--- src/ufpt_pkg.sv ---
// ---------------------------------------------------------------------------
// ufpt_pkg
// Shared constants, codes and types of the user-ID filter policy table.
// ---------------------------------------------------------------------------
`default_nettype none

package ufpt_pkg;

    localparam int TABLE_DEPTH = 256;
    localparam int IDX_W       = $clog2(TABLE_DEPTH);
    localparam int CNT_W       = $clog2(TABLE_DEPTH + 1);
    localparam int ID_W        = 32;

    localparam logic [ID_W-1:0] APP_ID_BASE = 32'd10000;

    // Operation codes
    localparam logic [1:0] OP_QUERY  = 2'd0;
    localparam logic [1:0] OP_ADD    = 2'd1;
    localparam logic [1:0] OP_REMOVE = 2'd2;
    localparam logic [1:0] OP_CLEAR  = 2'd3;

    // Status codes
    localparam logic [1:0] ST_OK     = 2'd0;
    localparam logic [1:0] ST_ZERO   = 2'd1;
    localparam logic [1:0] ST_FULL   = 2'd2;
    localparam logic [1:0] ST_ABSENT = 2'd3;

    // Register indexes
    localparam int          PADDR_W           = 4;
    localparam logic [1:0]  REG_FILTER_ENABLE = 2'd0;
    localparam logic [1:0]  REG_UID_LIST_MODE = 2'd1;
    localparam logic [1:0]  REG_FILTER_SYS    = 2'd2;
    localparam logic [1:0]  REG_MANAGER_ID    = 2'd3;

    typedef struct packed {
        logic            filter_enable;
        logic            uid_list_mode;
        logic            filter_system_ids;
        logic [ID_W-1:0] manager_id;
    } cfg_t;

    typedef struct packed {
        logic             we;
        logic [IDX_W-1:0] waddr;
        logic [ID_W-1:0]  wdata;
        logic             re;
        logic [IDX_W-1:0] raddr;
    } ram_req_t;

endpackage

`default_nettype wire

--- src/ufpt_regs.sv ---
// ---------------------------------------------------------------------------
// ufpt_regs
// APB configuration registers of the filter policy table.
// ---------------------------------------------------------------------------
`default_nettype none

module ufpt_regs (
    input  wire logic                        clk,
    input  wire logic                        rst_n,
    input  wire logic                        psel,
    input  wire logic                        penable,
    input  wire logic                        pwrite,
    input  wire logic [ufpt_pkg::PADDR_W-1:0] paddr,
    input  wire logic [31:0]                 pwdata,
    output logic      [31:0]                 prdata,
    output logic                             pready,
    output ufpt_pkg::cfg_t                   cfg
);

    ufpt_pkg::cfg_t cfg_reg;
    ufpt_pkg::cfg_t cfg_next;
    logic [1:0]     reg_idx;
    logic           wr_en;

    assign reg_idx = paddr[ufpt_pkg::PADDR_W-1:2];
    assign wr_en   = psel && penable && pwrite;
    assign pready  = 1'b1;

    always_comb
    begin
        cfg_next = cfg_reg;
        if (wr_en)
        begin
            unique case (reg_idx)
                ufpt_pkg::REG_FILTER_ENABLE: cfg_next.filter_enable     = pwdata[0];
                ufpt_pkg::REG_UID_LIST_MODE: cfg_next.uid_list_mode     = pwdata[0];
                ufpt_pkg::REG_FILTER_SYS:    cfg_next.filter_system_ids = pwdata[0];
                ufpt_pkg::REG_MANAGER_ID:    cfg_next.manager_id        = pwdata;
                default:                     cfg_next = cfg_reg;
            endcase
        end
    end

    always_ff @(posedge clk or negedge rst_n)
    begin
        if (!rst_n)
        begin
            cfg_reg <= '0;
        end
        else
        begin
            cfg_reg <= cfg_next;
        end
    end

    always_comb
    begin
        unique case (reg_idx)
            ufpt_pkg::REG_FILTER_ENABLE: prdata = {31'd0, cfg_reg.filter_enable};
            ufpt_pkg::REG_UID_LIST_MODE: prdata = {31'd0, cfg_reg.uid_list_mode};
            ufpt_pkg::REG_FILTER_SYS:    prdata = {31'd0, cfg_reg.filter_system_ids};
            ufpt_pkg::REG_MANAGER_ID:    prdata = cfg_reg.manager_id;
            default:                     prdata = 32'd0;
        endcase
    end

    assign cfg = cfg_reg;

endmodule

`default_nettype wire

--- config.mk ---
export PLATFORM = sky130hd
export DESIGN_NAME = ufpt_regs
export DESIGN_NICKNAME = d
export VERILOG_FILES = /design/src/ufpt_pkg.sv /design/src/ufpt_regs.sv
export SDC_FILE = /design/constraint.sdc
export NUM_CORES = 1
export LEC_CHECK = 0
export BUFFER_PORTS_ARGS = -buffer_cell sky130_fd_sc_hd__buf_2
export CAP_MARGIN = 10
export CORE_UTILIZATION = 25
export DETAILED_ROUTE_END_ITERATION = 7
export MAX_ROUTING_LAYER = met4
export PLACE_DENSITY_LB_ADDON = 0.12
export SKIP_LAST_GASP = 1
export SYNTH_ARGS = -nofsm -noshare
export SYNTH_HDL_FRONTEND = slang
export SYNTH_SLANG_ARGS = --single-unit
export TNS_END_PERCENT = 10
--- constraint.sdc ---
create_clock -name clk -period 0.8 [get_ports clk]
set_input_delay 0.04 -clock clk [delete_from_list [all_inputs] [get_ports clk]]
set_output_delay 0.04 -clock clk [all_outputs]
set_load 0.03 [all_outputs]
# Word level (Yosys, flattened, before mapping)
# Index checks and enable logic that the tools add are counted.
dict set report op_classes {
  n_mux 1
  n_reduce_logical 7
  eq_ne 3
}
# op n
set ops {}
lappend ops {{$pmux 32 s4} 1}
lappend ops {{$reduce_and 2->1} 4}
lappend ops {{$eq 2x2->1 const B} 2}
lappend ops {{$eq 2x1->1 const B} 1}
lappend ops {{$logic_and 1x1->1} 2}
lappend ops {{$logic_not 2->1} 1}
dict set report word_totals {
  input_bits 41
  register_bits 35
  out_inout_bits 68
  wordCells 15
}

# Depth between registers and ports, before layout
# Gate-level depths: netlist of run 1.
dict set report logic_depth {
  ltp_word 3
  mapped_depth 5
  mapped_depth_nobuf 3
}

# Least setup slack after synthesis of run 1
# No wires, ideal clock.
dict set report synth_path {
  path_type {reg2out}
  from {register cfg_reg (netlist bit cfg[33])}
  to {output port prdata[0]}
  setup_slack_ps -419
  path_stages_with_launch 2
  t_arrival_ps 1179
  required_time_ps 760
  path_buffers 0
  cell_sequence {dfrtp_1 -> mux4_1}
}
dict set report synth_via {
  elab_chain_len 1
}
# element line
set synth_rtl {}
lappend synth_rtl {{from (decl)} ufpt_regs.sv:20} ;# ufpt_pkg::cfg_t cfg_reg;
lappend synth_rtl {{from (signal assigned)} ufpt_regs.sv:52} ;# cfg_reg <= cfg_next;
lappend synth_rtl {{$pmux 32 s4} ufpt_regs.sv:58} ;# unique case (reg_idx)
lappend synth_rtl {{to (decl)} ufpt_regs.sv:15} ;# output logic [31:0] prdata,
# Every way passes these cells.

# Worst setup path in the final report of run 1
dict set report layout_path {
  from {register cfg_reg (netlist bit cfg[0])}
  to {output port prdata[0]}
}
# The elaborated chain is that of the path after synthesis.

==> run metrics, run 1 <==
WL final=4640 um; CP Max Fanout=2; Initial Utilization=a little over a quarter; H-tree lvl count=2; Arr. time, crit path=1.32 ns; CP Class=reg2out; Max-Cap Viols=0; crit end category=output port; Syn Area/Cell=approximately 15 sq um; final clock period utilization by the worst path=170%; Root Driver=clkbuf_8; HPWL after DPL=between 3000 and 4000 um; clk buf depth=2; setup TNS=-14.09 ns; global route overflow=0; Hold Slack=0.0384 ns; GPL Wtd Cong=0.664; Final Skew=0 ns; PwrDens=approximately 2200 nW/um^2; total power draw=around 7 mW; first-pass GRT wire length=roughly 7200 um; die width=a little under 90 um; Largest register FFs=35; Worst setup SP type=register; combinational share of power=between 40% and 50%; initial antenna violation count=0; Worst R2R Path Depth=2; drt initial violations=38; Synth area leaders=dfrtp_1 (49%), mux2_4 (25%), and3_1 (10%); Residual DRC=0; Synth area leader=dfrtp_1; Clk network pwr share=a little under a fifth; Nets=about 320; fillers=648; synthesized flop and latch total=35; share of power burned in registers=between 30% and 40%; RSZ-0062 raised after global routing=true; Lkg Pwr=~1.7 nW; clock latency on the worst-skew pair=0.28 ns; largest net degree at the start of global routing=36; commonest non-fill, non-tap cell in the layout=buf_2; clk sinks=35; post-synth top area share=49.0%; Cell Area, Synth=between 1500 and 2000 sq um; die area=about 7500 sq um; WHS Path Cells=2; Ports=between 100 and 150; WP data required=~0.76 ns; Peak Freq=736 MHz; Synth Warn #=0; Vias=1497; fin worst setup slack=-0.559 ns; Die Y=86.6 um; status=complete, but fails checks; vias in the first global route=about 1500; port bufs=roughly 110; most frequent cells in the layout=buf_2 (91), dlygate4sd3_1 (32), dfrtp_1 (31), mux2_4 (30), and3_1 (20); CTS tree=built; P_int=roughly 4.4 mW; final setup fails=approximately 80; Max IR drop VDD=roughly 0.0011 V; ant diodes=0; HP Class=in2reg; Util after Layout=45.7%; post-route ant nets=0; Mapped Nets=approximately 160; post-route minimum period=between 1 and 1.5 ns; Syn-to-layout area delta=75.5%; Fin. Hold Viols=0; Net Sw Power=2.66 mW; fin. max-slew vios=0; Seq/Total Area, Yosys=about half; Num CTS Buffers=5; core area=between 6000 and 7000 sq um; failing checks=setup timing; Vias/cell=about 4.0; number of cell rows=30; Global Route Usage Sum=around an eighth; Cells after Synth=121; ratio of cells with drive above 1 in the final layout=68.5%; drt first pass iters=3; sw frac=a little under two fifths; post-synthesis cell type count=16; DR WL/cell=~12 um; clk slew on worst S/H paths=roughly 0.080 ns
## cell type report
| class | instances | area, sq um | area share, % |
|---|---|---|---|
| Timing Repair Buffer | 162 | 1200 | 38.1 |
| Sequential cell | 35 | 881 | 28.1 |
| Multi-Input combinational cell | 74 | 847 | 27.0 |
| Tap cell | 96 | 120 | 3.83 |
| Clock buffer | 7 | 86.3 | 2.75 |
| Clock inverter | 1 | 8.76 | 0.279 |
## power by group through the flow
stage | Clock, mW | Combinational [mW] | Sequential [mW]
2_1_floorplan | 0 | 1.06 | 3.32
3_3_place_gp | 0 | 2.76 | 2.52
3_5_place_dp | 0 | 2.77 | 2.51
4_1_cts | 1.44 | 3.06 | 2.47
5_1_grt | 1.54 | 3.37 | 2.54
6_report | 1.35 | 3.20 | 2.48
## synthesized netlist by cell type
master    count
nor3_1        1
buf_12        3
nor3b_1       2
nand2_4       1
buf_6         2
dfrtp_1      35
nor2_8        1
and3_1       30
mux2_4       30
conb_1        1
nand3_4       1
mux2_2        5
buf_4         1
and3_2        1
mux4_1        1
clkbuf_1      6
## worst paths after layout
kind                           start   endpoint  slack [ns]
min                        pwdata[0]     cfg[0]        0.04
min in group asynchronous      rst_n    cfg[12]        0.24
min reg2reg                  cfg[34]    cfg[34]        0.53
max                           cfg[0]  prdata[0]       -0.56
max in group asynchronous      rst_n    cfg[34]        0.36
max reg2reg                  cfg[29]    cfg[29]       -0.11
## metal layers
layer	up-vias	global-route usage, %	share of wire (%)
li1	742	-	-
met5	-	-	0
met1	685	16.3	46
met3	5	3.81	5.3
met4	0	3.64	0.91
met2	65	20.4	48
## worst max-delay path, cell delays in order (launching register included)
cell and delay (ns):
dfrtp_2 0.40, mux4_2 0.48, buf_6 0.15
## per-stage QoR
stage	setup slack, ns	area, sq um	std cells
global placement	-0.278	2510	325
floorplan	-0.293	1800	121
global route	-0.611	3140	375
CTS	-0.579	3020	370
detailed placement	-0.283	2510	325
finish	-0.559	3140	375
## kinds of logic (layout without fill, tap and decap cells)
| group | Yosys count | count (layout) | synth area share [%] |
|---|---|---|---|
| flip-flops | 35 | 35 | 49.0 |
| buffers and inverters | 12 | 170 | 6.29 |
| AND/OR/NAND/NOR | 37 | 37 | 14.8 |
| multiplexers | 36 | 36 | 29.8 |
| other | 1 | 1 | 0.210 |
## repair_timing
action | 4_1_cts | 5_1_grt
resized for setup | 17 | 28
endpoints found under the hold margin | 66 | 0
endpoints found under the setup margin | 70 | 86
setup buffers | 5 | 5
hold buffers | 32 | 0
pin swaps | 4 | 4
(Power assumes the default switching activity.)
==> inputs of run 2 (changes only) <==
Settings changed: CORE_MARGIN set to 8.
==> run 2 against run 1 <==
  * The run still ends with setup timing left
  * Critical path depth did not move
  * Power barely moved
  * Setup slack improved by 0.0069 ns
  * Final cell count rose by 0.53%
  * Sequential cell count did not move
  * Global-route usage fell by 0.99 points
  * Non-clock buffer count fell by 1
  * Design area fell by 1.2%
  * Critical path type unchanged
  * Sequential power barely moved
  * Sequential share of layout area rose by 0.35 points
  * Fmax rose by 0.51%
==> run metrics, run 2 (same netlist as run 1, synthesis figures left out) <==
Placed Cells=326; Largest register FFs=35; ratio of cells with drive above 1 in the final layout=between 60 and 70%; Max IR drop VDD=0.000896 V; initial antenna violation count=0; fillers=slightly below 700; WP data required=0.76 ns; WHS Path Cells=2; GPL Wtd Cong=~0.65; clk buf depth=2; Fin. Hold Viols=0; fin. max-slew vios=0; Vias=about 1500; Num CTS Buffers=5; dpl ws=-0.287 ns; drt initial violations=30; sw frac=about 39%; Vias/cell=approximately 4; Nets=between 300 and 400; total power draw=about 7.0 mW; final non-filler cell total=approximately 380; fin worst setup slack=-0.552 ns; share of power burned in registers=35.3%; HP Start=pwdata[0]; Crit. Startpoint=cfg[0]; WHS Endpoint=cfg[33]; met2 wire len=between 2000 and 3000 um; most frequent cells in the layout=buf_2 (91), dlygate4sd3_1 (32), dfrtp_1 (31), mux2_4 (30), buf_4 (20); clock latency on the worst-skew pair=0.28 ns; final instance area=around 3100 sq um; area of the multi-input gates=856 sq um; post-route minimum period=between 1 and 1.5 ns; HP Class=in2reg; die area=between 10000 and 15000 sq um; die width=101 um; Initial Utilization=about a quarter; clk slew on worst S/H paths=around 0.070 ns; Net Sw Power=between 2 and 3 mW; reg-to-reg endpoint=cfg[0]; RSZ-0062 raised after global routing=true; final clock period utilization by the worst path=169%; status=complete, but fails checks; largest net degree at the start of global routing=36; Syn-to-layout area delta=73.3%; ant diodes=0; Area after DPL=approximately 2500 sq um; Max-Cap Viols=0; Arr. time, crit path=1.31 ns; Worst setup SP type=register; Clk network pwr share=between 10% and 20%; DR WL/cell=15.4 um; FF/Latch Area=approximately 900 sq um; core area=between 7000 and 8000 sq um; Ports=109; WL final=5790 um; Die Y=slightly above 100 um; CP Class=reg2out; Lkg Pwr=approximately 1.6 nW; global route overflow=0; failing checks=setup timing; Worst R2R Path Depth=4; clk sinks=35; M1 WL=between 2000 and 3000 um; final setup fails=78; PwrDens=2270 nW/um^2; crit end category=output port; post-route ant nets=0; CP Max Fanout=2; H-tree lvl count=2; WL met3=338 um; HPWL after DPL=around 3800 um; CTS tree=built; drt first pass iters=3; first-pass GRT wire length=roughly 9300 um; commonest non-fill, non-tap cell in the layout=buf_2; Root Driver=clkbuf_8; Peak Freq=around 740 MHz; Residual DRC=0; Global Route Usage Sum=12.0%; top layer in use=met4; reg-to-reg setup timing slack=-0.34 ns; combinational share of power=a little under half; port bufs=~110; vias in the first global route=~1700; worst reg2reg path startpoint=cfg[0]; Final Skew=0 ns; number of cell rows=31; P_int=about 4.3 mW
[run 2: through the flow]
stage                     setup TNS [ns]  hold WS, ns  utilization [%]
after floorplan                    -7.69       -0.256                -
after global placement            -10.92       0.0229             34.7
after detailed placement          -11.62       0.0214             34.7
after CTS                         -15.83       0.0365             42.2
after global routing              -18.30       0.0416             43.7
final                             -14.69       0.0536             43.7
[run 2: how the worst max path moves through the flow]
stage | endpoint | slack [ns] | depth (start not counted)
3_3_place_gp | cfg[21] | -0.27 | 5
5_1_grt | prdata[0] | -0.60 | 2
3_5_place_dp | cfg[20] | -0.29 | 5
4_1_cts | prdata[0] | -0.57 | 2
2_1_floorplan | prdata[0] | -0.29 | 1
6_report | prdata[0] | -0.55 | 2
[run 2: area by class of cell]
class | count | share of cell area [%]
clock inverters | 2 | 0.404
clock buffers | 6 | 2.34
flip-flops and latches | 35 | 28.4
multi-input cells | 74 | 27.6
repair buffers | 161 | 37.2
well taps | 99 | 4.00
[run 2: worst max-delay path: stages (launching register included)]
cell and delay [ns]:
dfrtp_2 0.40, mux4_2 0.48, buf_6 0.16
[run 2: power groups by stage]
stage,logic [mW],registers (mW),clock network (mW)
final,3.28,2.48,1.26
after global routing,3.48,2.55,1.43
after CTS,3.16,2.48,1.36
after detailed placement,2.81,2.52,0
after global placement,2.80,2.52,0
after floorplan,1.06,3.32,0
[run 2: per-layer routing]
metal / GRT usage [%] / up-vias
li1: - / 738
met1: 14.7 / 735
met2: 19.4 / 58
met3: 2.83 / 5
met4: 3.14 / 0
met5: - / -
[run 2: what timing repair did]
| item | 4_1_cts | 5_1_grt |
|---|---|---|
| pin swaps | 1 | 3 |
| hold buffers | 32 | 0 |
| resized for setup | 20 | 28 |
| hold endpoints to repair | 66 | 0 |
| setup endpoints to repair | 71 | 85 |
| buffers inserted | 7 | 4 |
