--- src/ufpt_pkg.sv ---
// ---------------------------------------------------------------------------
// ufpt_pkg
// Shared constants, codes and types of the user-ID filter policy table.
// ---------------------------------------------------------------------------
`default_nettype none

package ufpt_pkg;

    localparam int TABLE_DEPTH = 256;
    localparam int IDX_W       = $clog2(TABLE_DEPTH);
    localparam int CNT_W       = $clog2(TABLE_DEPTH + 1);
    localparam int ID_W        = 32;

    localparam logic [ID_W-1:0] APP_ID_BASE = 32'd10000;

    // Operation codes
    localparam logic [1:0] OP_QUERY  = 2'd0;
    localparam logic [1:0] OP_ADD    = 2'd1;
    localparam logic [1:0] OP_REMOVE = 2'd2;
    localparam logic [1:0] OP_CLEAR  = 2'd3;

    // Status codes
    localparam logic [1:0] ST_OK     = 2'd0;
    localparam logic [1:0] ST_ZERO   = 2'd1;
    localparam logic [1:0] ST_FULL   = 2'd2;
    localparam logic [1:0] ST_ABSENT = 2'd3;

    // Register indexes
    localparam int          PADDR_W           = 4;
    localparam logic [1:0]  REG_FILTER_ENABLE = 2'd0;
    localparam logic [1:0]  REG_UID_LIST_MODE = 2'd1;
    localparam logic [1:0]  REG_FILTER_SYS    = 2'd2;
    localparam logic [1:0]  REG_MANAGER_ID    = 2'd3;

    typedef struct packed {
        logic            filter_enable;
        logic            uid_list_mode;
        logic            filter_system_ids;
        logic [ID_W-1:0] manager_id;
    } cfg_t;

    typedef struct packed {
        logic             we;
        logic [IDX_W-1:0] waddr;
        logic [ID_W-1:0]  wdata;
        logic             re;
        logic [IDX_W-1:0] raddr;
    } ram_req_t;

endpackage

`default_nettype wire

--- src/ufpt_ctrl.sv ---
// ---------------------------------------------------------------------------
// ufpt_ctrl
// Request sequencer: scans the ID table, updates it and the count, and
// holds the result in an output register.
// ---------------------------------------------------------------------------
`default_nettype none

module ufpt_ctrl (
    input  wire logic                         clk,
    input  wire logic                         rst_n,
    input  wire ufpt_pkg::cfg_t               cfg,
    input  wire logic                         in_valid,
    output logic                              in_stall,
    input  wire logic [1:0]                   opcode,
    input  wire logic [ufpt_pkg::ID_W-1:0]    user_id,
    output logic                              out_valid,
    input  wire logic                         out_stall,
    output logic      [1:0]                   status,
    output logic                              filter,
    output logic      [ufpt_pkg::CNT_W-1:0]   count_after,
    output ufpt_pkg::ram_req_t                ram_req,
    input  wire logic [ufpt_pkg::ID_W-1:0]    ram_rdata
);

    localparam logic [2:0] S_IDLE   = 3'd0;
    localparam logic [2:0] S_SCAN   = 3'd1;
    localparam logic [2:0] S_RDLAST = 3'd2;
    localparam logic [2:0] S_MOVE   = 3'd3;
    localparam logic [2:0] S_DONE   = 3'd4;

    localparam logic [ufpt_pkg::CNT_W-1:0] DEPTH_CNT =
        ufpt_pkg::CNT_W'(ufpt_pkg::TABLE_DEPTH);

    logic [2:0]                   state_reg, state_next;
    logic [1:0]                   op_reg, op_next;
    logic [ufpt_pkg::ID_W-1:0]    id_reg, id_next;
    logic [ufpt_pkg::CNT_W-1:0]   count_reg, count_next;
    logic [ufpt_pkg::CNT_W-1:0]   addr_reg, addr_next;
    logic                         cmp_valid_reg, cmp_valid_next;
    logic [ufpt_pkg::IDX_W-1:0]   cmp_idx_reg, cmp_idx_next;
    logic [ufpt_pkg::IDX_W-1:0]   slot_reg, slot_next;
    logic [1:0]                   res_status_reg, res_status_next;
    logic                         res_filter_reg, res_filter_next;
    logic                         out_valid_reg, out_valid_next;
    logic [1:0]                   out_status_reg, out_status_next;
    logic                         out_filter_reg, out_filter_next;
    logic [ufpt_pkg::CNT_W-1:0]   out_count_reg, out_count_next;

    logic accept;
    logic hit;
    logic rd_more;
    logic mgr_hit;
    logic [ufpt_pkg::CNT_W-1:0] last_idx;

    assign in_stall = (state_reg != S_IDLE);
    assign accept   = in_valid && !in_stall;
    assign hit      = cmp_valid_reg && (ram_rdata == id_reg);
    assign rd_more  = (addr_reg < count_reg);
    assign mgr_hit  = (user_id == cfg.manager_id);
    assign last_idx = count_reg - ufpt_pkg::CNT_W'(1);

    always_comb
    begin
        state_next      = state_reg;
        op_next         = op_reg;
        id_next         = id_reg;
        count_next      = count_reg;
        addr_next       = addr_reg;
        cmp_valid_next  = 1'b0;
        cmp_idx_next    = cmp_idx_reg;
        slot_next       = slot_reg;
        res_status_next = res_status_reg;
        res_filter_next = res_filter_reg;
        out_valid_next  = out_valid_reg && out_stall;
        out_status_next = out_status_reg;
        out_filter_next = out_filter_reg;
        out_count_next  = out_count_reg;
        ram_req         = '0;

        unique case (state_reg)
            S_IDLE:
            begin
                if (accept)
                begin
                    op_next         = opcode;
                    id_next         = user_id;
                    addr_next       = '0;
                    res_status_next = ufpt_pkg::ST_OK;
                    res_filter_next = 1'b0;
                    state_next      = S_DONE;
                    unique case (opcode) inside
                        ufpt_pkg::OP_QUERY:
                        begin
                            if (cfg.filter_enable && !mgr_hit)
                            begin
                                if (!cfg.uid_list_mode)
                                begin
                                    res_filter_next = (user_id >= ufpt_pkg::APP_ID_BASE)
                                                      || cfg.filter_system_ids;
                                end
                                else if (user_id == '0)
                                begin
                                    res_filter_next = cfg.filter_system_ids;
                                end
                                else
                                begin
                                    state_next = S_SCAN;
                                end
                            end
                        end
                        ufpt_pkg::OP_ADD, ufpt_pkg::OP_REMOVE:
                        begin
                            if (user_id == '0)
                            begin
                                res_status_next = ufpt_pkg::ST_ZERO;
                            end
                            else
                            begin
                                state_next = S_SCAN;
                            end
                        end
                        ufpt_pkg::OP_CLEAR:
                        begin
                            count_next = '0;
                        end
                        default:
                        begin
                            state_next = S_DONE;
                        end
                    endcase
                end
            end

            S_SCAN:
            begin
                // Issue the next read while comparing the data of the last one.
                ram_req.re     = rd_more;
                ram_req.raddr  = addr_reg[ufpt_pkg::IDX_W-1:0];
                cmp_valid_next = rd_more;
                cmp_idx_next   = addr_reg[ufpt_pkg::IDX_W-1:0];
                addr_next      = addr_reg + ufpt_pkg::CNT_W'(rd_more);
                if (hit)
                begin
                    cmp_valid_next = 1'b0;
                    slot_next      = cmp_idx_reg;
                    state_next     = S_DONE;
                    case (op_reg)
                        ufpt_pkg::OP_QUERY:  res_filter_next = 1'b1;
                        ufpt_pkg::OP_REMOVE: state_next      = S_RDLAST;
                        default:             res_status_next = ufpt_pkg::ST_OK;
                    endcase
                end
                else if (!rd_more && !cmp_valid_reg)
                begin
                    state_next = S_DONE;
                    case (op_reg)
                        ufpt_pkg::OP_ADD:
                        begin
                            if (count_reg >= DEPTH_CNT)
                            begin
                                res_status_next = ufpt_pkg::ST_FULL;
                            end
                            else
                            begin
                                ram_req.we    = 1'b1;
                                ram_req.waddr = count_reg[ufpt_pkg::IDX_W-1:0];
                                ram_req.wdata = id_reg;
                                count_next    = count_reg + ufpt_pkg::CNT_W'(1);
                            end
                        end
                        ufpt_pkg::OP_REMOVE: res_status_next = ufpt_pkg::ST_ABSENT;
                        default:             res_filter_next = 1'b0;
                    endcase
                end
            end

            S_RDLAST:
            begin
                ram_req.re    = 1'b1;
                ram_req.raddr = last_idx[ufpt_pkg::IDX_W-1:0];
                state_next    = S_MOVE;
            end

            S_MOVE:
            begin
                // Move the last entry into the freed slot.
                ram_req.we    = 1'b1;
                ram_req.waddr = slot_reg;
                ram_req.wdata = ram_rdata;
                count_next    = last_idx;
                state_next    = S_DONE;
            end

            S_DONE:
            begin
                if (!out_valid_reg || !out_stall)
                begin
                    out_valid_next  = 1'b1;
                    out_status_next = res_status_reg;
                    out_filter_next = res_filter_reg;
                    out_count_next  = count_reg;
                    state_next      = S_IDLE;
                end
            end

            default:
            begin
                state_next = S_IDLE;
            end
        endcase
    end

    always_ff @(posedge clk or negedge rst_n)
    begin
        if (!rst_n)
        begin
            state_reg     <= S_IDLE;
            count_reg     <= '0;
            cmp_valid_reg <= 1'b0;
            out_valid_reg <= 1'b0;
        end
        else
        begin
            state_reg     <= state_next;
            count_reg     <= count_next;
            cmp_valid_reg <= cmp_valid_next;
            out_valid_reg <= out_valid_next;
        end
    end

    always_ff @(posedge clk)
    begin
        op_reg         <= op_next;
        id_reg         <= id_next;
        addr_reg       <= addr_next;
        cmp_idx_reg    <= cmp_idx_next;
        slot_reg       <= slot_next;
        res_status_reg <= res_status_next;
        res_filter_reg <= res_filter_next;
        out_status_reg <= out_status_next;
        out_filter_reg <= out_filter_next;
        out_count_reg  <= out_count_next;
    end

    assign out_valid   = out_valid_reg;
    assign status      = out_status_reg;
    assign filter      = out_filter_reg;
    assign count_after = out_count_reg;

endmodule

`default_nettype wire

--- config.mk ---
export PLATFORM = sky130hd
export DESIGN_NAME = ufpt_ctrl
export DESIGN_NICKNAME = d
export VERILOG_FILES = /design/src/ufpt_pkg.sv /design/src/ufpt_ctrl.sv
export SDC_FILE = /design/constraint.sdc
export NUM_CORES = 1
export LEC_CHECK = 0
export BUFFER_PORTS_ARGS = -buffer_cell sky130_fd_sc_hd__buf_2
export CAP_MARGIN = 25
export CORE_MARGIN = 3
export CORE_UTILIZATION = 40
export CTS_CLUSTER_DIAMETER = 100
export DETAILED_ROUTE_END_ITERATION = 7
export HOLD_SLACK_MARGIN = 0.02
export PLACE_DENSITY = 0.66
export SLEW_MARGIN = 25
export SYNTH_ARGS = -nofsm -noshare
export SYNTH_HDL_FRONTEND = slang
export SYNTH_SLANG_ARGS = --single-unit
export TNS_END_PERCENT = 50
--- constraint.sdc ---
create_clock -name clk -period 3.5 [get_ports clk]
set_input_delay 0.35 -clock clk [delete_from_list [all_inputs] [get_ports clk]]
set_output_delay 0.35 -clock clk [all_outputs]
set_load 0.005 [all_outputs]
======== Yosys cells after proc, flatten, opt, wreduce, memory -nomap -nowiden ========
Index checks and enable logic that the tools add are counted.
Widths: inputs -> output; s select.
word-level totals
  bits in registers ....................... 88
  logic and storage cells ................. 123
  output and inout port bits .............. 64
operators by class
  magnitude comparators ................... 3
  reduce and logical (&&, ||, !) cells .... 31
  add/subtract/negate cells ............... 3
  muxes and demuxes ....................... 48
  equality and inequality tests ........... 24
operator list
  cell                  number
  $mux 41               4
  $pmux 41 s2           1
  $eq 32x32->1          2
  $mux 9                7
  $pmux 9 s2            2
  $ge 32x14->1 const B  1
  $logic_not 32->1      1
  $pmux 9 s3            1
  $mux 3                8
  $mux 1                15
  $pmux 3 s5            1
  $ne 2x2->1 const B    6
  $mux 2                5
  $add 9x1->9           1
  $add 9x1->9 const B   1
  $ge 9x9->1 const B    1
  $lt 9x9->1            1
  $ne 3x3->1 const B    3
  $sub 9x1->9 const B   1
  $pmux 2 s2            2
  $reduce_and 2->1      4
  $reduce_and 7->1      1
  $eq 2x2->1 const B    3
  $eq 3x2->1 const B    2
  20 further kinds      35

======== Depth between registers and ports, before layout ========
Gate-level depths: netlist (run 1).
  depth after elaboration ................. 7
  gate-level depth with buffers ........... 12

======== Worst setup path before layout (run 1) ========
OpenSTA, ideal clock, no wires.
  kind .................................... register to register
  start ................................... reg state_reg[0]
  end ..................................... reg id_reg[0] in the netlist's numbering (enable)
  period minus slack after synthesis ...... 2.916 ns
  path slack .............................. 0.584 ns
  stages on the path, launching flop included .. 5
  buffers on the path ..................... 2
  data required time ...................... 3.075 ns
  setup time .............................. 0.425 ns
  arrival ................................. 2.491 ns
  path through ............................ dfrtp_1 > clkbuf_1 > or3_1 > buf_2 > nor2_1
on the way
  word-level cells in the longest chain between the ends .. 4
  elaborated cells between the ends (all ways) .. 5
  those cells by class .................... reduce/logical (5)
ends and longest elaborated chain
  element                     RTL line          source
  from (decl)                 ufpt_ctrl.sv:34   logic [2:0] state_reg, state_next;
  from (signal assigned)      ufpt_ctrl.sv:224  state_reg <= state_next;
  $reduce_bool 3->1           ufpt_ctrl.sv:55   assign in_stall = (state_reg != S_IDLE);
  net in_stall                ufpt_ctrl.sv:13   output logic in_stall,
  $logic_not 1->1             ufpt_ctrl.sv:56   assign accept = in_valid && !in_stall;
  $logic_and 1x1->1           ufpt_ctrl.sv:56
  $reduce_and 2->1 (no line)  --
  to (signal assigned)        ufpt_ctrl.sv:234  id_reg <= id_next;
  to (decl)                   ufpt_ctrl.sv:36   logic [ufpt_pkg::ID_W-1:0] id_reg, id_next;
The timed path passes the listed nets, and every way through them passes these cells.
A chain may end at the register's enable or synchronous reset.

==> run summary, run 1 <==
vias in the first global route = 4511
post-DR vias/cell = 5.56
WL per Instance = 20.2 µm
clk_lat worst skew = 0.36 ns
antenna violations before repair = 1
Vias = 4529
clk root buf = clkbuf_16
Seq/Total Area, Yosys = 49.7%
met1 Use GR = 32.5%
GPL Wtd Cong = 0.925
crit start category = flop
CP endpoint kind = output pin
Starting Density = 42.1%
VDD IR max = 0.289 mV
Area contributors post-synth = edfxtp_1 (43%), xnor2_1 (11%), a22o_1 (6.9%)
multi-input gate area in the final layout = 2460 µm²
GR Util met3 = 4.48%
Worst Skew = 0.0122 ns
Die H = 120 µm
Mean Syn Cell Area = 11.0 µm²
dominant cell type by area after synthesis = edfxtp_1
Setup Crit Path Kind = reg -> out
share of post-route cells with drive strength above 1 = 32.1%
number of flip-flops in the largest register = 32
WL final = 16400 µm
Sum Neg Setup Slack = 0 ns
Total GRT Usage = 23.2%
clock buffer depth = 2
die width = 120 µm
Post-CTS Setup Inserts = 0
final critical-path setup slack = 0.385 ns
largest net degree at the start of global routing = 35
Lkg Pwr = 2.67 nW
CTS tree = done
total of max-cap violations = 0
first-pass GRT wire length = 25400 µm
FF/Latch Area = 2570 µm²
Max-Slew Margin vs Limit = 47.3%
Finished Layout Cells = 814
io pins = 169
area delta synth->final = 27.3%
post-DP HPWL = 12800 µm
Finished Cell Area = 6600 µm²
Synthesized Nets = 593
ANT nets after route = 0
H-tree Lvls = 3
die area = 14400 µm²
Final Total Pwr = 4.10 mW
Yosys top cell area share = 42.9%
final setup vio count = 0
worst slack, placed = 0.664 ns
Max FO, Critical Path = 26
Slew Viols, Final = 0
synth unique cells = 48
outcome = complete, no violations
Core Region = 12300 µm²
Fill cells = 1131
FF+latch count, synth = 88
Cell Area, Synth = 5180 µm²
min cycle time layout = 3.11 ns
met2 GRT Util = 36.3%
Sinks on Clock Net = 88
top_reg_cell synth = edfxtp_1
GR peak layer = met2
Pwr Density = 622 nW/µm²
initial DRC count = 414
GR Overflow Total = 0
Final Net Count = 762
dpl cells = 796
worst slew pin tran = 0.787 ns
Placed Instance Area = 6260 µm²
drt pass-1 iters = 5
EDFF count, synth = 74
Fin. Hold Viols = 0
RSZ-0062 raised after global routing = no
Worst EP required = 3.15 ns
Num CTS Buffers = 9
worst path arrival time = 2.76 ns
clock-pin slew on the worst setup and hold paths = 0.07 ns
Tcrit/Tclk final = 89.0%
DRC = 0
num rows = 40
fmax = 321 MHz
Yosys warnings = 0
worst hold path class = in -> reg
Cells after Synth = 471
Async SR Flop Fraction = 15.9%
I/O Buffers = 168
-- layer usage --
layer / up-vias / routed length (µm) / share of wire, %
li1: 2146 / - / -
met1: 2172 / 7160 / 44
met2: 193 / 7780 / 47
met3: 18 / 1150 / 7.0
met4: 0 / 320 / 2.0
met5: - / 0 / 0
-- final cells by class --
type                       count  area share (%)
clock inverter                 7            1.54
antenna                        1          0.0379
tap                          168            3.19
multi-input combinational    342            37.3
sequential                    88            39.0
inverter                      18            1.02
clock buffer                   9            3.41
timing repair buffer         181            14.5
-- worst paths after layout --
kind | slack (ns) | startpoint | endpoint | depth (start not counted)
worst max-delay path | 0.39 | count_reg[5] | ram_req[26] | 9
worst min-delay path | 0.20 | opcode[1] | op_reg[1] | 1
worst max register to register | 0.63 | count_reg[5] | addr_reg[8] | 11
worst min register to register | 0.42 | cmp_idx_reg[5] | slot_reg[5] | 0
max in group asynchronous | 2.77 | rst_n | count_reg[0] | 2
min in group asynchronous | 0.44 | rst_n | count_reg[7] | 2
-- repair_timing --
action,CTS,global route
hold buffers,1,0
gates resized for setup,0,0
endpoints found under the hold margin,14,0
-- cell usage in the layout (no fill, tap or decap), types with 5 or more instances in the layout --
cell type | synthesis | layout
a22oi_1 | 7 | 7
a31oi_1 | 13 | 13
nand4_1 | 22 | 22
xnor2_1 | 68 | 68
nand2_1 | 19 | 19
nand3_1 | 15 | 15
nor4_1 | 13 | 12
and3_1 | 5 | 5
xor2_1 | 10 | 10
o21ai_0 | 6 | 6
inv_1 | 17 | 17
or3_1 | 6 | 6
clkbuf_16 | 0 | 9
o21ai_1 | 7 | 7
buf_2 | 6 | 168
edfxtp_1 | 74 | 74
dfrtp_1 | 14 | 14
nor2_1 | 31 | 29
a21oi_1 | 17 | 17
buf_4 | 0 | 11
ha_1 | 17 | 17
a22o_1 | 41 | 41
-- per-stage QoR --
step	hold WS [ns]	util, %
floorplan	0.0544	-
global placement	0.290	50.8
detailed placement	0.291	50.8
CTS	0.196	53.5
global route	0.199	53.6
finish	0.205	53.6
-- critical path, stage by stage (launching register included) --
cell and delay (ns):
dfrtp_1 0.48, inv_1 0.14, ha_1 0.32, a21oi_1 0.08
a21oi_1 0.18, a41oi_2 0.24, nor4_2 0.31, buf_4 0.33
a22o_1 0.21, buf_2 0.13
-- where the power goes --
group | switching, mW | internal [mW] | total [mW]
registers | 0.249 | 1.50 | 1.75
clock network | 0.435 | 0.632 | 1.07
logic | 0.774 | 0.519 | 1.29
-- cell families (layout without fill, tap and decap cells) --
| group | Yosys count | count (layout) | synth area share [%] |
|---|---|---|---|
| buffers and inverters | 41 | 215 | 3.12 |
| and+or+nand+nor | 132 | 132 | 13.5 |
| adders and majority gates | 17 | 17 | 4.11 |
| muxes | 2 | 2 | 0.386 |
| DFF | 88 | 88 | 49.7 |
| other | 0 | 1 | 0 |
| AOI/OAI and AO/OA | 113 | 113 | 16.0 |
| xor gates and xnor gates | 78 | 78 | 13.2 |
-- cells in the mapped netlist, types with 7 or more instances --
cell,n
a31oi_1,13
inv_1,17
nor4_1,13
nand3_1,15
a22o_1,41
nor2_1,31
ha_1,17
edfxtp_1,74
clkbuf_1,16
xnor2_1,68
dfrtp_1,14
xor2_1,10
a22oi_1,7
nand4_1,22
o21ai_1,7
nand2_1,19
a21oi_1,17
No activity file was read; power rests on OpenSTA's default activity.
==> run 2, diff against run 1 <==
--- a/config.mk
+++ b/config.mk
@@ -13,7 +13,7 @@
 export DETAILED_ROUTE_END_ITERATION = 7
 export HOLD_SLACK_MARGIN = 0.02
 export PLACE_DENSITY = 0.66
-export SLEW_MARGIN = 25
+export SLEW_MARGIN = 10
 export SYNTH_ARGS = -nofsm -noshare
 export SYNTH_HDL_FRONTEND = slang
 export SYNTH_SLANG_ARGS = --single-unit
==> constraint.sdc (replaced) <==
create_clock -name clk -period 3.5 [get_ports clk]
set_input_delay 0.7 -clock clk [delete_from_list [all_inputs] [get_ports clk]]
set_output_delay 0.7 -clock clk [all_outputs]
set_load 0.005 [all_outputs]
==> run summary, run 2 (synthesis gave the netlist of run 1 again) <==
outcome = complete, no violations (unchanged)
VDD IR max = 0.270 mV (was 0.289 mV)
DR top layer = met4 (unchanged)
DRC = 0 (unchanged)
I/O Buffers = 168 (unchanged)
Pwr Density = 633 nW/µm² (was 622 nW/µm²)
Sinks on Clock Net = 88 (unchanged)
Max FO, Critical Path = 26 (unchanged)
final hold slack = 0.284 ns (was 0.205 ns)
Finished Cell Area = 6620 µm² (was 6600 µm²)
die width = 120 µm (unchanged)
num rows = 40 (unchanged)
crit start category = flop (unchanged)
WL final = 16000 µm (was 16400 µm)
WL met2 = 7560 µm (was 7780 µm)
R2R cell count = 12 (was 11)
Fill cells = 1108 (was 1131)
antenna violations before repair = 1 (unchanged)
worst path arrival time = 2.66 ns (was 2.76 ns)
CP endpoint kind = output pin (unchanged)
final setup vio count = 0 (unchanged)
Worst Skew = 0.00930 ns (was 0.0122 ns)
io pins = 169 (unchanged)
share of post-route cells with drive strength above 1 = 32.2% (was 32.1%)
die area = 14400 µm² (unchanged)
FF/Latch Area = 2570 µm² (unchanged)
CTS tree = done (unchanged)
GPL Wtd Cong = 1.00 (was 0.925)
vias in the first global route = 4452 (was 4511)
Vias = 4633 (was 4529)
post-DR vias/cell = 5.68 (was 5.56)
Num CTS Buffers = 9 (unchanged)
worst slew pin tran = 0.798 ns (was 0.787 ns)
GR Overflow Total = 0 (unchanged)
WL per Instance = 19.6 µm (was 20.2 µm)
post-DP HPWL = 12600 µm (was 12800 µm)
Starting Density = 42.1% (unchanged)
Tcrit/Tclk final = 96.1% (was 89.0%)
commonest non-fill, non-tap cell in the layout = buf_2 (unchanged)
Setup Crit Path Kind = reg -> out (unchanged)
# hold bufs at CTS = 0 (was 1)
Fin. Hold Viols = 0 (unchanged)
clock buffer depth = 2 (unchanged)
Placed Instance Area = 6240 µm² (was 6260 µm²)
worst hold path class = in -> async (was in -> reg)
number of flip-flops in the largest register = 32 (unchanged)
reg2reg setup slack = 0.43 ns (was 0.63 ns)
Routed met1 length = 6690 µm (was 7160 µm)
min cycle time layout = 3.36 ns (was 3.11 ns)
Die H = 120 µm (unchanged)
largest net degree at the start of global routing = 35 (unchanged)
first-pass GRT wire length = 24100 µm (was 25400 µm)
ANT nets after route = 0 (unchanged)
worst slack, placed = 0.328 ns (was 0.664 ns)
Core Region = 12300 µm² (unchanged)
RR Startpoint = count_reg[5] (unchanged)
drt pass-1 iters = 5 (unchanged)
fmax = 297 MHz (was 321 MHz)
Final Net Count = 763 (was 762)
clk_lat worst skew = 0.34 ns (was 0.36 ns)
Worst EP required = 2.80 ns (was 3.15 ns)
Total GRT Usage = 21.6% (was 23.2%)
commonest non-fill, non-tap cells in the layout = buf_2 (168), edfxtp_1 (74), xnor2_1 (68) (unchanged)
final critical-path setup slack = 0.137 ns (was 0.385 ns)
H-tree Lvls = 3 (unchanged)
Max-Slew Margin vs Limit = 46.4% (was 47.3%)
reg-to-reg endpoint = addr_reg[6] (was addr_reg[8])
total of max-cap violations = 0 (unchanged)
clock-pin slew on the worst setup and hold paths = 0.07 ns (about the same)
Met3 Routed Length = 1300 µm (was 1150 µm)
multi-input gate area in the final layout = 2470 µm² (was 2460 µm²)
initial DRC count = 375 (was 414)
area delta synth->final = 27.9% (was 27.3%)
Lkg Pwr = 2.69 nW (was 2.67 nW)
Slew Viols, Final = 0 (unchanged)
clk root buf = clkbuf_16 (unchanged)
-- run 2: repair_timing --
item,4_1_cts,5_1_grt
resized for setup,0,3
setup endpoints to repair,0,41
buffers inserted,0,2
-- run 2: final cells by class --
| cell class | count | area share [%] |
|---|---|---|
| inverters | 18 | 1.02 |
| clock buffers | 10 | 3.46 |
| clock inverters | 6 | 1.76 |
| well taps | 168 | 3.17 |
| diodes | 1 | 0.0378 |
| multi-input cells | 342 | 37.3 |
| repair buffers | 182 | 14.4 |
| flip-flops and latches | 88 | 38.8 |
-- run 2: worst max path at each step --
stage            startpoint           endpoint  slack [ns]  depth (start not counted)
4_1_cts        count_reg[3]        ram_req[30]        0.09                          9
2_1_floorplan  count_reg[2]        ram_req[10]        0.53                          9
3_3_place_gp   ram_rdata[2]  res_status_reg[1]        0.38                          8
3_5_place_dp   ram_rdata[2]  res_status_reg[1]        0.33                          8
6_report       count_reg[3]        ram_req[27]        0.14                          9
5_1_grt        count_reg[5]        ram_req[39]      -0.001                          9
-- run 2: power by group --
group	switching, mW	internal (mW)
clock	0.413	0.705
sequential	0.257	1.50
combinational	0.783	0.541
-- run 2: routing by layer --
metal	vias up	GRT usage, %
li1	2136	-
met1	2221	29.6
met2	243	34.7
met3	33	3.72
met4	0	7.59
met5	-	0
-- run 2: through the flow --
step | instances | total power, mW | util (%) | TNS (ns)
global route | 815 | 4.40 | 53.8 | -0.00147
floorplan | 471 | 2.49 | - | 0
CTS | 812 | 4.15 | 53.5 | 0
global placement | 796 | 3.00 | 50.7 | 0
finish | 815 | 4.19 | 53.8 | 0
detailed placement | 796 | 3.03 | 50.7 | 0
-- run 2: worst max-delay path, cell delays in order, from the launching register on --
cell	delay (ns)
dfrtp_1	0.46
inv_1	0.14
ha_1	0.30
o21ai_0	0.08
o211ai_1	0.19
a41oi_2	0.26
nor4_4	0.34
buf_6	0.26
a22o_1	0.17
buf_2	0.11
==> run 3, diff against run 2 <==
--- a/config.mk
+++ b/config.mk
@@ -8,11 +8,11 @@
 export BUFFER_PORTS_ARGS = -buffer_cell sky130_fd_sc_hd__buf_2
 export CAP_MARGIN = 25
 export CORE_MARGIN = 3
-export CORE_UTILIZATION = 40
+export CORE_UTILIZATION = 51
 export CTS_CLUSTER_DIAMETER = 100
 export DETAILED_ROUTE_END_ITERATION = 7
 export HOLD_SLACK_MARGIN = 0.02
-export PLACE_DENSITY = 0.66
+export PLACE_DENSITY = 0.81
 export SLEW_MARGIN = 10
 export SYNTH_ARGS = -nofsm -noshare
 export SYNTH_HDL_FRONTEND = slang
==> run summary, run 3 (synthesis gave the netlist of run 1 again) <==
drt pass-1 iters = 7 (was 5)
num rows = 36 (was 40)
FF/Latch Area = 2580 µm² (was 2570 µm²)
Core Region = 9820 µm² (was 12300 µm²)
Sum Neg Setup Slack = 0 ns (unchanged)
antenna violations before repair = 0 (was 1)
Worst EP required = 2.80 ns (about the same)
commonest non-fill, non-tap cells in the layout = buf_2 (168), edfxtp_1 (74), xnor2_1 (68) (unchanged)
multi-input gate area in the final layout = 2470 µm² (unchanged)
final setup vio count = 0 (unchanged)
area delta synth->final = 24.8% (was 27.9%)
WL per Instance = 21.3 µm (was 19.6 µm)
min cycle time layout = 3.32 ns (was 3.36 ns)
WL final = 16600 µm (was 16000 µm)
Tcrit/Tclk final = 94.8% (was 96.1%)
Lkg Pwr = 2.63 nW (was 2.69 nW)
worst slack, placed = 0.339 ns (was 0.328 ns)
number of flip-flops in the largest register = 32 (unchanged)
Fill cells = 840 (was 1108)
Num CTS Buffers = 9 (unchanged)
Antenna diodes = 0 (was 1)
Fin. Hold Viols = 0 (unchanged)
Slew Viols, Final = 0 (unchanged)
Setup Crit Path Kind = reg -> out (unchanged)
CTS tree = done (unchanged)
Die H = 107 µm (was 120 µm)
RSZ-0062 raised after global routing = no
post-DR vias/cell = 6.01 (was 5.68)
Pwr Density = 602 nW/µm² (was 633 nW/µm²)
worst hold path class = in -> async (unchanged)
commonest non-fill, non-tap cell in the layout = buf_2 (unchanged)
Vias = 4681 (was 4633)
crit start category = flop (unchanged)
Starting Density = 52.8% (was 42.1%)
Final Net Count = 763 (unchanged)
clk root buf = clkbuf_8 (was clkbuf_16)
fmax = 301 MHz (was 297 MHz)
clock buffer depth = 2 (unchanged)
final critical-path setup slack = 0.183 ns (was 0.137 ns)
Total GRT Usage = 29.4% (was 21.6%)
post-DP HPWL = 13000 µm (was 12600 µm)
initial DRC count = 384 (was 375)
die width = 107 µm (was 120 µm)
largest net degree at the start of global routing = 50 (was 35)
GR Overflow Total = 0 (unchanged)
CP endpoint kind = output pin (unchanged)
H-tree Lvls = 3 (unchanged)
DRC = 0 (unchanged)
share of post-route cells with drive strength above 1 = 32.8% (was 32.2%)
total of max-cap violations = 0 (unchanged)
clock-pin slew on the worst setup and hold paths = 0.09 ns (was 0.07 ns)
Worst Skew = 0.0144 ns (was 0.00930 ns)
Final Total Pwr = 3.89 mW (was 4.19 mW)
worst slew pin tran = 0.748 ns (was 0.798 ns)
ANT nets after route = 0 (unchanged)
Max-Slew Margin vs Limit = 50.0% (was 46.4%)
I/O Buffers = 168 (unchanged)
first-pass GRT wire length = 25200 µm (was 24100 µm)
VDD IR max = 0.497 mV (was 0.270 mV)
GPL Wtd Cong = 0.939 (was 1.00)
io pins = 169 (unchanged)
worst path arrival time = 2.62 ns (was 2.66 ns)
Max FO, Critical Path = 42 (was 26)
die area = 11400 µm² (was 14400 µm²)
vias in the first global route = 4558 (was 4452)
outcome = complete, no violations (unchanged)
# hold bufs at CTS = 0 (unchanged)
clk_lat worst skew = 0.36 ns (was 0.34 ns)
Sinks on Clock Net = 88 (unchanged)
==> run 3: cell types whose count changed in the layout (fill, tap and decap cells not counted), moves of 2 or more <==
| cell | previous run | this run |
|---|---|---|
| dfrtp_2 | 0 | 5 |
| clkbuf_16 | 9 | 0 |
| inv_6 | 2 | 0 |
| buf_6 | 2 | 0 |
| dfrtp_1 | 14 | 9 |
| clkbuf_8 | 0 | 10 |
==> run 3: routing by layer <==
metal  share of wire (%)  GRT usage, %  routed length [µm]
met5                   0             0                   0
met4                 2.2          10.0                 361
met3                 9.3          4.27                1540
met2                  47          46.1                7870
met1                  41          42.0                6820
==> run 3: where the power goes <==
part | switching, mW | leakage [nW] | internal, mW
registers | 0.252 | 0.886 | 1.49
logic | 0.821 | 1.63 | 0.543
clock network | 0.357 | 0.111 | 0.422
==> run 3: what timing repair did <==
item / in CTS / in global routing
endpoints found under the setup margin: 1 / 41
cloned: 0 / 0
resized for setup: 1 / 5
setup buffers: 0 / 0
pin swaps: 0 / 1
==> run 3: worst paths after layout <==
check / startpoint / end / slack (ns) / cells past startpoint
hold reg to reg: cmp_idx_reg[3] / slot_reg[3] / 0.43 / 0
hold / removal: rst_n / out_valid / 0.26 / 1
max in group asynchronous: rst_n / count_reg[3] / 2.93 / 1
setup reg to reg: count_reg[1] / addr_reg[6] / 0.59 / 11
min in group clk: cmp_idx_reg[3] / slot_reg[3] / 0.43 / 0
setup / recovery: addr_reg[5] / ram_req[35] / 0.18 / 8
==> run 3: area by class of cell <==
class	count	share of cell area, %
clock buffers	11	2.19
clock inverters	5	1.26
repair buffers	182	14.8
flip-flops and latches	88	39.9
well taps	133	2.57
multi-input cells	342	38.2
inverters	18	1.05
==> run 3: critical path, stage by stage, from the launching register on <==
cell	delay (ns)
edfxtp_1	0.53
ha_1	0.35
a21oi_1	0.08
a21oi_1	0.18
a41oi_2	0.25
nor4_4	0.29
buf_12	0.25
a22o_1	0.19
buf_2	0.12
==> run 3: metrics by stage <==
stage / cells / utilization, % / cell area (µm²) / hold slack, ns
2_1_floorplan: 471 / - / 5180 / 0.400
3_3_place_gp: 763 / 63.4 / 6230 / 0.401
6_report: 779 / 65.8 / 6460 / 0.255
3_5_place_dp: 763 / 63.4 / 6230 / 0.408
5_1_grt: 779 / 65.8 / 6460 / 0.260
4_1_cts: 779 / 65.8 / 6460 / 0.258
